`src/ivba_pkg.sv`:
```
// shared types and constants for the interrupt vector block allocator
package ivba_pkg;

    localparam int NUM_WORDS = 7;
    localparam int WORD_BITS = 32;
    localparam int WIDX_W    = (NUM_WORDS > 1) ? $clog2(NUM_WORDS) : 1;
    localparam int LOG_W     = 3;

    localparam logic [7:0] VEC_FIRST = 8'h20;
    localparam logic [7:0] VEC_NONE  = 8'h00;

    typedef enum logic [1:0] {
        ST_IDLE,
        ST_WORK,
        ST_RESP
    } state_t;

    typedef enum logic {
        REQ_ALLOC = 1'b0,
        REQ_MARK  = 1'b1
    } req_t;

    typedef struct packed {
        logic load;
        logic step;
        logic commit;
        logic fail;
    } dp_cmd_t;

    typedef struct packed {
        logic is_mark;
        logic hit;
        logic last_word;
    } dp_sts_t;

endpackage

```
`src/ivba_dp.sv`:
```
// allocation bitmap, per-word aligned run search and result registers
module ivba_dp import ivba_pkg::*; (
    input  logic        aclk,
    input  logic        aresetn,
    input  dp_cmd_t     cmd,
    input  logic [15:0] s_tdata,
    input  logic [0:0]  s_tuser,
    output dp_sts_t     sts,
    output logic [7:0]  block_base,
    output logic        ok
);

    logic [WORD_BITS-1:0] map_reg [NUM_WORDS];

    req_t              req_reg, req_next;
    logic [LOG_W-1:0]  log_reg, log_next;
    logic              size_ok_reg, size_ok_next;
    logic [7:0]        vec_reg, vec_next;
    logic [WIDX_W-1:0] idx_reg, idx_next;
    logic [7:0]        base_reg, base_next;
    logic              ok_reg, ok_next;

    logic [WORD_BITS-1:0] word;
    logic [WORD_BITS-1:0] run_mask;
    logic [4:0]           align;
    logic [WORD_BITS-1:0] cand;
    logic [4:0]           hit_off;
    logic                 alloc_hit;
    logic [7:0]           alloc_base;
    logic [2:0]           mark_word;
    logic                 mark_ok;
    logic                 wr_en;
    logic [WIDX_W-1:0]    wr_idx;
    logic [WORD_BITS-1:0] wr_data;
    logic [LOG_W-1:0]     dec_log;
    logic                 dec_ok;

    // block size decode
    always_comb begin
        dec_log = '0;
        dec_ok  = 1'b1;
        unique case (s_tdata[7:0])
            8'd1:    dec_log = 3'd0;
            8'd2:    dec_log = 3'd1;
            8'd4:    dec_log = 3'd2;
            8'd8:    dec_log = 3'd3;
            8'd16:   dec_log = 3'd4;
            8'd32:   dec_log = 3'd5;
            default: dec_ok  = 1'b0;
        endcase
    end

    // aligned free run search over the current word
    always_comb begin
        word     = map_reg[idx_reg];
        run_mask = ~({WORD_BITS{1'b1}} << (6'd1 << log_reg));
        align    = 5'((6'd1 << log_reg) - 6'd1);
        for (int i = 0; i < WORD_BITS; i++) begin
            cand[i] = (((word >> i) & run_mask) == '0) && ((5'(i) & align) == 5'd0);
        end
        hit_off = '0;
        for (int i = WORD_BITS - 1; i >= 0; i--) begin
            if (cand[i]) begin
                hit_off = 5'(i);
            end
        end
        alloc_hit  = (req_reg == REQ_ALLOC) && size_ok_reg && (|cand);
        alloc_base = VEC_FIRST + (8'(idx_reg) << 5) + 8'(hit_off);
    end

    // single vector mark decode
    always_comb begin
        mark_word = vec_reg[7:5] - 3'd1;
        mark_ok   = (vec_reg >= VEC_FIRST) && (4'(mark_word) < 4'(NUM_WORDS));
    end

    always_comb begin
        wr_en   = 1'b0;
        wr_idx  = idx_reg;
        wr_data = word | (run_mask << hit_off);
        if (cmd.commit) begin
            if (req_reg == REQ_MARK) begin
                wr_en   = mark_ok;
                wr_idx  = WIDX_W'(mark_word);
                wr_data = map_reg[WIDX_W'(mark_word)] | (32'd1 << vec_reg[4:0]);
            end else begin
                wr_en = alloc_hit;
            end
        end
    end

    always_comb begin
        req_next     = req_reg;
        log_next     = log_reg;
        size_ok_next = size_ok_reg;
        vec_next     = vec_reg;
        idx_next     = idx_reg;
        base_next    = base_reg;
        ok_next      = ok_reg;
        if (cmd.load) begin
            req_next     = req_t'(s_tuser[0]);
            log_next     = dec_log;
            size_ok_next = dec_ok;
            vec_next     = s_tdata[15:8];
            idx_next     = '0;
        end
        if (cmd.step) begin
            idx_next = idx_reg + 1'b1;
        end
        if (cmd.commit) begin
            if (req_reg == REQ_MARK) begin
                base_next = VEC_NONE;
                ok_next   = mark_ok;
            end else begin
                base_next = alloc_base;
                ok_next   = 1'b1;
            end
        end
        if (cmd.fail) begin
            base_next = VEC_NONE;
            ok_next   = 1'b0;
        end
    end

    always_ff @(posedge aclk) begin
        if (!aresetn) begin
            for (int w = 0; w < NUM_WORDS; w++) begin
                map_reg[w] <= '0;
            end
        end else if (wr_en) begin
            map_reg[wr_idx] <= wr_data;
        end
    end

    always_ff @(posedge aclk) begin
        req_reg     <= req_next;
        log_reg     <= log_next;
        size_ok_reg <= size_ok_next;
        vec_reg     <= vec_next;
        idx_reg     <= idx_next;
        base_reg    <= base_next;
        ok_reg      <= ok_next;
    end

    assign sts.is_mark   = (req_reg == REQ_MARK);
    assign sts.hit       = alloc_hit;
    assign sts.last_word = (idx_reg == WIDX_W'(NUM_WORDS - 1)) || !size_ok_reg;
    assign block_base    = base_reg;
    assign ok            = ok_reg;

endmodule

```
`src/ivba_ctrl.sv`:
```
// request sequencer for the vector allocator
module ivba_ctrl import ivba_pkg::*; (
    input  logic    aclk,
    input  logic    aresetn,
    input  logic    s_tvalid,
    output logic    s_tready,
    output logic    m_tvalid,
    input  logic    m_tready,
    input  dp_sts_t sts,
    output dp_cmd_t cmd
);

    state_t state_reg, state_next;

    always_ff @(posedge aclk) begin
        if (!aresetn) begin
            state_reg <= ST_IDLE;
        end else begin
            state_reg <= state_next;
        end
    end

    always_comb begin
        state_next = state_reg;
        cmd        = '0;
        s_tready   = 1'b0;
        m_tvalid   = 1'b0;
        unique case (state_reg)
            ST_IDLE: begin
                s_tready = 1'b1;
                if (s_tvalid) begin
                    cmd.load   = 1'b1;
                    state_next = ST_WORK;
                end
            end
            ST_WORK: begin
                if (sts.is_mark || sts.hit) begin
                    cmd.commit = 1'b1;
                    state_next = ST_RESP;
                end else if (sts.last_word) begin
                    cmd.fail   = 1'b1;
                    state_next = ST_RESP;
                end else begin
                    cmd.step = 1'b1;
                end
            end
            ST_RESP: begin
                m_tvalid = 1'b1;
                if (m_tready) begin
                    state_next = ST_IDLE;
                end
            end
            default: state_next = ST_IDLE;
        endcase
    end

`ifndef SYNTHESIS
    a_accept_starts: assert property (@(posedge aclk) disable iff (!aresetn)
        (s_tvalid && s_tready) |=> (state_reg == ST_WORK))
        else $error("accepted word did not start work");
    a_hit_responds: assert property (@(posedge aclk) disable iff (!aresetn)
        (state_reg == ST_WORK && sts.hit) |=> (state_reg == ST_RESP))
        else $error("hit did not lead to response");
    a_scan_continues: assert property (@(posedge aclk) disable iff (!aresetn)
        (state_reg == ST_WORK && !sts.is_mark && !sts.hit && !sts.last_word)
        |=> (state_reg == ST_WORK))
        else $error("scan stopped early");
    a_no_overlap: assert property (@(posedge aclk) disable iff (!aresetn)
        !(s_tready && m_tvalid))
        else $error("input taken while result pending");
`endif

endmodule

```
`src/interrupt_vector_block_allocator.sv`:
```
// top level of the interrupt vector block allocator
//
// channel  | tdata                                  | tuser
// s_ input | [7:0] block_count, [15:8] vector       | [0] req_type
// m_ out   | [7:0] block_base                       | [0] ok
//
// one word at a time: an accept state, then a scan of the bitmap (one bitmap word per cycle),
// then the result is held until taken
// a mark request commits in the work state without scanning the bitmap
// aresetn clears the bitmap and the controller at once, no clearing pass
// no new word is taken while a result waits on m_tready
module interrupt_vector_block_allocator import ivba_pkg::*; (
    input  logic        aclk,
    input  logic        aresetn,
    input  logic        s_tvalid,
    output logic        s_tready,
    input  logic [15:0] s_tdata,   // block_count, vector
    input  logic [0:0]  s_tuser,   // req_type
    output logic        m_tvalid,
    input  logic        m_tready,
    output logic [7:0]  m_tdata,   // block_base
    output logic [0:0]  m_tuser    // ok
);

    dp_cmd_t cmd;
    dp_sts_t sts;
    logic    ok;

    ivba_ctrl u_ctrl (
        .aclk     (aclk),
        .aresetn  (aresetn),
        .s_tvalid (s_tvalid),
        .s_tready (s_tready),
        .m_tvalid (m_tvalid),
        .m_tready (m_tready),
        .sts      (sts),
        .cmd      (cmd)
    );

    ivba_dp u_dp (
        .aclk       (aclk),
        .aresetn    (aresetn),
        .cmd        (cmd),
        .s_tdata    (s_tdata),
        .s_tuser    (s_tuser),
        .sts        (sts),
        .block_base (m_tdata),
        .ok         (ok)
    );

    assign m_tuser[0] = ok;

endmodule
```
`config.mk`:
```
export PLATFORM = sky130hd
export DESIGN_NAME = interrupt_vector_block_allocator
export DESIGN_NICKNAME = d
export VERILOG_FILES = /design/src/ivba_pkg.sv /design/src/ivba_dp.sv /design/src/ivba_ctrl.sv /design/src/interrupt_vector_block_allocator.sv
export SDC_FILE = /design/constraint.sdc
export NUM_CORES = 1
export LEC_CHECK = 0
export ABC_CLOCK_PERIOD_IN_PS = 7500
export CORE_MARGIN = 2
export CORE_UTILIZATION = 45
export CTS_BUF_LIST = sky130_fd_sc_hd__clkbuf_8
export DETAILED_ROUTE_END_ITERATION = 16
export DONT_BUFFER_PORTS = 1
export PLACE_DENSITY_LB_ADDON = 0.08
export SYNTH_ARGS = -nofsm -noshare
export SYNTH_HDL_FRONTEND = slang
export SYNTH_SLANG_ARGS = --single-unit
```
`constraint.sdc`:
```
create_clock -name aclk -period 7.5 [get_ports aclk]
set_input_delay 1.125 -clock aclk [delete_from_list [all_inputs] [get_ports aclk]]
set_output_delay 1.125 -clock aclk [all_outputs]
set_load 0.02 [all_outputs]
```
# Word-level counts from Yosys, hierarchy flattened
# Memory sizes are Yosys's and may differ from the RTL's. A register that Yosys moved wholly into a read port is not among the register bits.
# Index checks and enable logic that the tools add are counted.
[word_totals]
ramBits = 224
memories = 1
reg_bits = 27
input_bits = 21
[mem_list]
columns = ["memory", "depth", "width", "read_ports", "rd_clocked_by_memory_dff", "write_ports", "line", "source"]
rows = [
  ["u_dp.map_reg", 7, 32, 2, 1, 7, "ivba_dp.sv:13", "logic [WORD_BITS-1:0] map_reg [NUM_WORDS];"],
]
[op_classes]
n_eq_ne = 12
mux = 67
reduce_logical = 106
n_shift = 4
bitwise = 36
add_sub_neg = 5
n_lt_le_gt_ge = 2
[ops]
columns = ["op", "n"]
rows = [
  ["$logic_not 32->1", 32],
  ["$mux 5", 32],
  ["$logic_not 5->1", 31],
  ["$mux 32", 3],
  ["$or 32x32->32", 2],
  ["$reduce_or 32->1", 2],
  ["$logic_and 1x1->1", 34],
  ["$and 1x32->32", 1],
  ["$and 10x32->32", 1],
  ["$and 11x32->32", 1],
  ["$and 12x32->32", 1],
  ["$and 13x32->32", 1],
  ["$and 14x32->32", 1],
  ["$and 15x32->32", 1],
  ["$and 16x32->32", 1],
  ["$and 17x32->32", 1],
  ["$and 18x32->32", 1],
  ["$and 19x32->32", 1],
  ["$and 2x32->32", 1],
  ["$and 20x32->32", 1],
  ["$and 21x32->32", 1],
  ["$and 22x32->32", 1],
  ["$and 23x32->32", 1],
  ["$and 24x32->32", 1],
  ["51 further kinds", 79],
]

# Longest topological paths before layout
# Gate-level depths: netlist of the first run.
[logic_depth]
word_depth = 43
depth_mapped = 25

# By module
# Synthesis of the first run repeated with hierarchy kept, for this count alone.
[unflattened]
hier_cells = 1855
area_unflattened_um2 = 18998.2
[by_module_without_submodules]
columns = ["module", "seq_area_each_um2", "n_inst", "area_each_um2", "cells_each"]
rows = [
  ["ivba_dp", 8087.8, 1, 18859.3, 1837],
  ["ivba_ctrl", 40.0, 1, 138.9, 18],
]

# Worst setup path before layout of the first run
# No wires, ideal clock.
[synth_timing]
kind = "reg2reg"
from = "register u_dp.log_reg[0]"
to = "memory u_dp.map_reg[5][0], enable pin"
arrival_ps = 6089
setup_ps = 466
synth_period_minus_slack_ps = 6555
slack_ps = 945
path_stages_with_launch = 21
path_cell_list = "edfxtp_1 clkbuf_1 clkbuf_1 buf_2 nand2_1 inv_1 ha_1 clkbuf_1 nor2_1 clkbuf_1 clkbuf_1 o32ai_1 a2111oi_0 nand2_1 o31ai_2 nor4_2 a31oi_1 o21ai_2 nor2_1 inv_1 o21ai_0"
[synth_lines]
columns = ["item", "line", "source"]
rows = [
  ["from (decl)", "ivba_dp.sv:16", "logic [LOG_W-1:0] log_reg, log_next;"],
  ["from (signal assigned)", "ivba_dp.sv:137", "log_reg <= log_next;"],
  ["to (decl)", "ivba_dp.sv:13", ""],
]

==> results of run 1 <==
-- kinds of logic (layout without fill, tap and decap cells) --
kind of cell / count (synthesis) / after routing / synth area share (%)
flops: 286 / 286 / 42.1
compound gates: 492 / 492 / 19.3
mux: 207 / 207 / 16.0
simple gates: 686 / 686 / 17.2
fa+ha+maj: 8 / 8 / 0.512
buf+inv: 185 / 258 / 4.52
xor+xnor: 10 / 10 / 0.454
other cells: 0 / 1 / 0
-- worst min-delay path by stage --
stage                                                start                               end  cells after the start
after floorplan           u_dp.map_reg[6][15]$_SDFFE_PN0P_  u_dp.map_reg[6][15]$_SDFFE_PN0P_                      2
after global placement    u_dp.map_reg[6][15]$_SDFFE_PN0P_  u_dp.map_reg[6][15]$_SDFFE_PN0P_                      2
after detailed placement  u_dp.map_reg[6][15]$_SDFFE_PN0P_  u_dp.map_reg[6][15]$_SDFFE_PN0P_                      2
after CTS                 u_dp.map_reg[6][15]$_SDFFE_PN0P_  u_dp.map_reg[6][15]$_SDFFE_PN0P_                      2
after global routing      u_dp.map_reg[6][13]$_SDFFE_PN0P_  u_dp.map_reg[6][13]$_SDFFE_PN0P_                      2
final                      u_dp.map_reg[6][6]$_SDFFE_PN0P_   u_dp.map_reg[6][6]$_SDFFE_PN0P_                      2
-- cells in the final DEF (no fill, tap or decap), drive strengths merged, types with 9 or more instances in the layout --
master   Yosys  routed
o31ai       16      16
a311oi      12      12
o211ai      24      24
a21o        10      10
mux2        21      21
edfxtp     240     240
o21ai       72      72
clkbuf      69      52
nor2       219     219
buf         72     122
clkinv       2      19
o2111ai     18      18
nand3       81      81
nor3        72      72
a31oi       24      24
o22ai       36      36
a211oi      21      21
nor2b       17      17
o311ai      12      12
and2        43      43
and3         9       9
nand2      153     153
dfxtp       46      46
mux2i      108     108
a22oi       54      54
nand4       17      17
inv         42      63
a21oi       86      86
nand2b      10      10
nor4        17      17
mux4        78      78
o221ai      30      30
-- per-layer routing --
metal	vias to the layer above	share of wire [%]	track usage [%]
met5	-	0	0
met4	0	5.5	18.7
met3	264	12	9.66
met2	1297	43	57.4
met1	8984	40	54.9
li1	7416	-	-
-- power by group --
part | switching, mW | internal, mW | total, mW
logic | 1.44 | 0.623 | 2.06
registers | 0.0886 | 1.79 | 1.88
clock network | 0.664 | 0.644 | 1.31
-- worst reg2reg max path, delay by kind of cell, from the launching register on --
family | cells | cell delay [ps]
AOI/OAI and AO/OA | 9 | 3110
buffers and inverters | 4 | 1340
and+or+nand+nor | 6 | 1020
adders and majority gates | 1 | 640
DFF | 1 | 590
-- final cells by class --
class	count	area (µm²)	share of cell area (%)
diodes	1	2.50	0.0117
multi-input cells	1403	10400	48.7
clock buffers	52	716	3.35
inverters	44	165	0.774
repair buffers	122	1070	5.00
clock inverters	40	178	0.833
well taps	539	674	3.16
flip-flops and latches	286	8140	38.1
-- metrics by stage --
stage | utilization (%) | setup WS (ps) | area [µm²] | total power [mW]
6_report | 50.6 | 544 | 21300 | 5.25
5_1_grt | 50.6 | 404 | 21300 | 5.39
2_1_floorplan | - | 945 | 19300 | 3.04
3_3_place_gp | 48.5 | 792 | 20400 | 3.90
4_1_cts | 50.6 | 764 | 21300 | 5.17
3_5_place_dp | 48.5 | 816 | 20400 | 3.88
==> flow_metrics.env, run 1 <==
export IMPL_cts_sinks=286
export IMPL_finClkSkew_ps=56.6
export IMPL_fp_dieW_um=211
export IMPL_cts_max_level=2
export IMPL_cp_num_buf_inv=4
export IMPL_cts_buffer_depth=3
export IMPL_rrSetupSlack_ps=540
export IMPL_cp_depth=20
export IMPL_dp_cells=2394
export IMPL_drv_slew=0
export IMPL_cts_resized=0
export IMPL_irDropWorstVdd_mv=0.158
export IMPL_cp_cell_sequence="nor2_1 -> nand2_1 -> ha_1 -> clkinv_1 -> a31oi_1 -> buf_4 -> o22ai_1 -> a2111oi_0 -> nand2_1 -> o31ai_2 -> o211ai_1 -> o211ai_1 -> a21o_1 -> buf_4 -> nand3_1 -> o21ai_1 -> o2111ai_1 -> nand4_1 -> buf_4 -> nor2_1"
export IMPL_dpl_hpwl_mm=61.1
export IMPL_cp_start_kind="flop"
export IMPL_critPathMaxFanout=13
export IMPL_antenna_found_initial=2
export IMPL_detail_route_first_pass_iterations=12
export IMPL_crit_reg2reg_capture="u_dp.map_reg[1][31]$_SDFFCE_PN0P_"
export IMPL_routed_wl_mm=87.6
export IMPL_rsz0062_at_grt="no"
export IMPL_viasPerCell=7.22
export IMPL_pin_count=32
export IMPL_ant_nets=0
export IMPL_place_port_buffers=0
export IMPL_core_mm2=0.0421
export IMPL_ys_seq_area_share_pct=42.1
export IMPL_nNetsFinal=1934
export IMPL_start_util_pct=45.8
export IMPL_status="finished, final reports clean"
export IMPL_tns_ps=0
export IMPL_synthTopCellsByArea="edfxtp_1 (37%), mux4_2 (9.1%), mux2i_1 (5.5%)"
export IMPL_tightest_slew_ps=1280
export IMPL_cts_buffers=49
export IMPL_placementRows=75
export IMPL_largest_reg_flops=256
export IMPL_cts_tree="built"
export IMPL_fin_crit_ps=6960
export IMPL_post_route_drc_count=0
export IMPL_avgSynthCellArea_um2=10.3
export IMPL_slowest_stage="a2111oi_0"
export IMPL_cp_data_arrival_time_ps=7330
export IMPL_power_density_mw_per_mm2=246
export IMPL_wire_per_inst_um=35.2
export IMPL_yosysTopAreaCellShare_pct=37.3
export IMPL_synth_warnings=0
export IMPL_worstSetupStartpoint="u_dp.log_reg[1]$_DFFE_PP_"
export IMPL_slew_headroom_pct=14.3
export IMPL_grt_pass1_vias=17200
export IMPL_critPathTopFamily="compound AO/OA/AOI/OAI gates"
export IMPL_syn_nets=1902
export IMPL_fin_cells=2487
export IMPL_critPathCapture="u_dp.map_reg[1][31]$_SDFFCE_PN0P_"
export IMPL_synth_seq_cells=286
export IMPL_globalRouteOverflowTotal=0
export IMPL_hold_ws_ps=474
export IMPL_clk_pin_slew_ps=60
export IMPL_place_gp_congestion=1.04
export IMPL_path_common_cell="buf_4"
export IMPL_fmax_ghz=0.144
export IMPL_worst_setup_path_type="reg2reg"
export IMPL_grt_max_degree=57
export IMPL_grt_pass1_wl_mm=125
export IMPL_drtIter0Drc=2605
export IMPL_ctsHoldBuffers=0
export IMPL_endpoint_kind="flop"
export IMPL_synth_commonest_cells="edfxtp_1 (240), nor2_1 (217), nand2_1 (152)"
export IMPL_syn_area_mm2=0.0193
export IMPL_drive_above_1_share_pct=19.2
export IMPL_syn_instance_count=1874
export IMPL_slowest_delay_ps=710
export IMPL_period_share_pct=92.7
export IMPL_clk_latency_ps=640
export IMPL_r2r_start="u_dp.log_reg[1]$_DFFE_PP_"
export IMPL_synth_distinct_cells=111
export IMPL_vias=18000
export IMPL_leakagePower_nw=7.52
export IMPL_synth_edf_count=240
export IMPL_yosysTopAreaCell="edfxtp_1"
export IMPL_hold_viol=0
export IMPL_setup_viol=0
export IMPL_syn_to_final_growth_pct=10.5
export IMPL_nFillCells=3949
export IMPL_grt_util_all_layers_pct=39.4
export IMPL_post_cts_buffers=0
export IMPL_min_path_type="reg2reg"
export IMPL_ys_async_sr_fraction_pct=0
export IMPL_max_cap_violations=0
export IMPL_root_buffer="clkbuf_8"
export IMPL_reg2regPathDepth=20
export IMPL_yosysMostFrequentCell="edfxtp_1"
export IMPL_design_die_area_mm2=0.0446
export IMPL_crit_required_ps=7870
export IMPL_ys_flop_type="edfxtp_1"
export IMPL_dieHeight_um=211
Power figures use the tool's default switching activity.
==> inputs of run 2 (changes only) <==
--- a/config.mk
+++ b/config.mk
@@ -5,6 +5,7 @@
 export SDC_FILE = /design/constraint.sdc
 export NUM_CORES = 1
 export LEC_CHECK = 0
+export ABC_AREA = 1
 export ABC_CLOCK_PERIOD_IN_PS = 7500
 export CORE_MARGIN = 2
 export CORE_UTILIZATION = 45
==> flow_metrics.env, run 2 <==
export IMPL_cts_buffers=51
export IMPL_tightest_slew_ps=1330
export IMPL_yosysTopAreaCellShare_pct=37.1
export IMPL_avgSynthCellArea_um2=7.43
export IMPL_pin_count=32
export IMPL_endpoint_kind="flop"
export IMPL_synthTopCellsByArea="edfxtp_1 (37%), nand2_1 (9.9%), nor2_1 (6.5%)"
export IMPL_vias=20000
export IMPL_slew_headroom_pct=10.5
export IMPL_clk_pin_slew_ps=60
export IMPL_dieHeight_um=212
export IMPL_max_cap_violations=0
export IMPL_hold_ws_ps=516
export IMPL_design_die_area_mm2=0.0448
export IMPL_syn_nets=2642
export IMPL_cts_max_level=2
export IMPL_most_common_layout_cells="nand2_1 (509), nor2_1 (332), nand3_1 (249)"
export IMPL_reg2regPathDepth=33
export IMPL_finClkSkew_ps=36.7
export IMPL_drv_slew=0
export IMPL_grt_pass1_vias=18700
export IMPL_nNetsFinal=2572
export IMPL_min_path_type="reg2reg"
export IMPL_hp_start="u_dp.map_reg[6][6]$_SDFFE_PN0P_"
export IMPL_synth_edf_count=240
export IMPL_yosysTopAreaCell="edfxtp_1"
export IMPL_root_buffer="clkbuf_8"
export IMPL_rrSetupSlack_ps=1160
export IMPL_antenna_found_initial=3
export IMPL_globalRouteOverflowTotal=0
export IMPL_power_density_mw_per_mm2=266
export IMPL_synth_distinct_cells=53
export IMPL_syn_instance_count=2614
export IMPL_leakagePower_nw=8.10
export IMPL_fin_crit_ps=6340
export IMPL_critPathMaxFanout=74
export IMPL_post_cts_buffers=0
export IMPL_grt_pass1_wl_mm=118
export IMPL_dpl_hpwl_mm=50.5
export IMPL_routed_wl_mm=80.7
export IMPL_rsz0062_at_grt="no"
export IMPL_start_util_pct=45.3
export IMPL_hold_viol=0
export IMPL_ctsHoldBuffers=0
export IMPL_slowest_delay_ps=700
export IMPL_slowest_stage="buf_4"
export IMPL_grt_max_degree=196
export IMPL_ys_flop_type="edfxtp_1"
export IMPL_period_share_pct=84.5
export IMPL_drive_above_1_share_pct=9.51
export IMPL_clk_latency_ps=660
export IMPL_drtIter0Drc=2361
export IMPL_viasPerCell=6.29
export IMPL_synth_seq_cells=286
export IMPL_detail_route_first_pass_iterations=11
export IMPL_fp_dieW_um=212
export IMPL_crit_reg2reg_capture="u_dp.map_reg[3][7]$_SDFFCE_PN0P_"
export IMPL_yosysMostFrequentCell="nand2_1"
export IMPL_cts_tree="built"
export IMPL_ys_seq_area_share_pct=41.8
export IMPL_syn_to_final_growth_pct=7.18
export IMPL_cp_start_kind="flop"
export IMPL_placementRows=76
export IMPL_place_gp_congestion=1.04
export IMPL_wire_per_inst_um=25.4
export IMPL_cts_resized=0
export IMPL_cp_data_arrival_time_ps=6710
export IMPL_hold_path_end="u_dp.map_reg[6][6]$_SDFFE_PN0P_"
export IMPL_crit_required_ps=7870
export IMPL_layout_commonest_cell="nand2_1"
export IMPL_largest_reg_flops=256
export IMPL_fmax_ghz=0.158
export IMPL_post_route_drc_count=0
export IMPL_synth_warnings=0
export IMPL_irDropWorstVdd_mv=0.152
export IMPL_setup_viol=0
export IMPL_cts_sinks=286
export IMPL_status="finished, final reports clean"
export IMPL_core_mm2=0.0429
export IMPL_grt_util_all_layers_pct=35.6
export IMPL_min_path_cells=2
export IMPL_syn_area_mm2=0.0194
export IMPL_ant_nets=0
export IMPL_place_port_buffers=0
export IMPL_synth_commonest_cells="nand2_1 (514), nor2_1 (335), nand3_1 (249)"
export IMPL_cts_buffer_depth=3
export IMPL_ys_async_sr_fraction_pct=0
export IMPL_tns_ps=0
export IMPL_worst_setup_path_type="reg2reg"
[run 2: cell families (layout without fill, tap and decap cells)]
group           Yosys count  after routing  share of synthesized area (%)
compound gates          648            648                           19.8
other cells               0              1                              0
xor+xnor                  2              2                         0.0902
fa+ha+maj                 7              7                          0.451
flops                   286            286                           41.8
simple gates           1238           1238                           27.8
buf+inv                 433            406                           10.0
[run 2: worst max path at each step]
stage | slack [ps] | start | endpoint | depth (start not counted)
finish | 1160 | flop | u_dp.map_reg[3][7]$_SDFFCE_PN0P_ | 33
global route | 790 | flop | u_dp.map_reg[3][19]$_SDFFCE_PN0P_ | 33
CTS | 1310 | flop | u_dp.map_reg[3][7]$_SDFFCE_PN0P_ | 33
detailed placement | 1340 | flop | u_dp.map_reg[3][24]$_SDFFCE_PN0P_ | 33
global placement | 1400 | flop | u_dp.map_reg[3][24]$_SDFFCE_PN0P_ | 33
floorplan | 1390 | u_dp.log_reg[0]$_DFFE_PP_ | u_dp.map_reg[5][0]$_DFFE_PP_ | 30
[run 2: cell type report]
class | instances | area (µm²)
Clock inverter | 36 | 244
Tap cell | 585 | 732
Sequential cell | 286 | 8130
Timing Repair Buffer | 62 | 541
Multi-Input combinational cell | 1895 | 9410
Inverter | 248 | 936
Fill cell | 4325 | 22100
Clock buffer | 60 | 826
Antenna cell | 1 | 2.50
[run 2: power by group]
| group | internal [mW] | switching, mW |
|---|---|---|
| Clock | 0.835 | 0.717 |
| Sequential | 1.81 | 0.0678 |
| Combinational | 0.543 | 1.56 |
[run 2: critical path: cells and delay by family (launching register included)]
family	cells	cell delay, ps
compound gates	3	610
flops	1	540
buf+inv	9	2090
simple gates	21	2650
[run 2: per-layer routing]
| layer | wire [µm] | track usage (%) | share of wire, % | vias up |
|---|---|---|---|---|
| li1 | - | - | - | 8948 |
| met1 | 31600 | 46.9 | 39 | 9383 |
| met2 | 35300 | 54.8 | 44 | 1300 |
| met3 | 9260 | 7.71 | 11 | 326 |
| met4 | 4500 | 19.2 | 5.6 | 2 |
| met5 | 14 | 0 | 0.017 | - |
[run 2: per-stage QoR]
stage	cell area [µm²]	power, mW	std cells	utilization (%)	setup slack, ps
after global placement	19700	3.95	3076	46.0	1400
after detailed placement	19700	3.94	3076	46.0	1340
after floorplan	19400	3.28	2614	-	1390
after global routing	20800	5.77	3172	48.5	788
after CTS	20800	5.49	3172	48.5	1310
final	20800	5.53	3173	48.6	1160
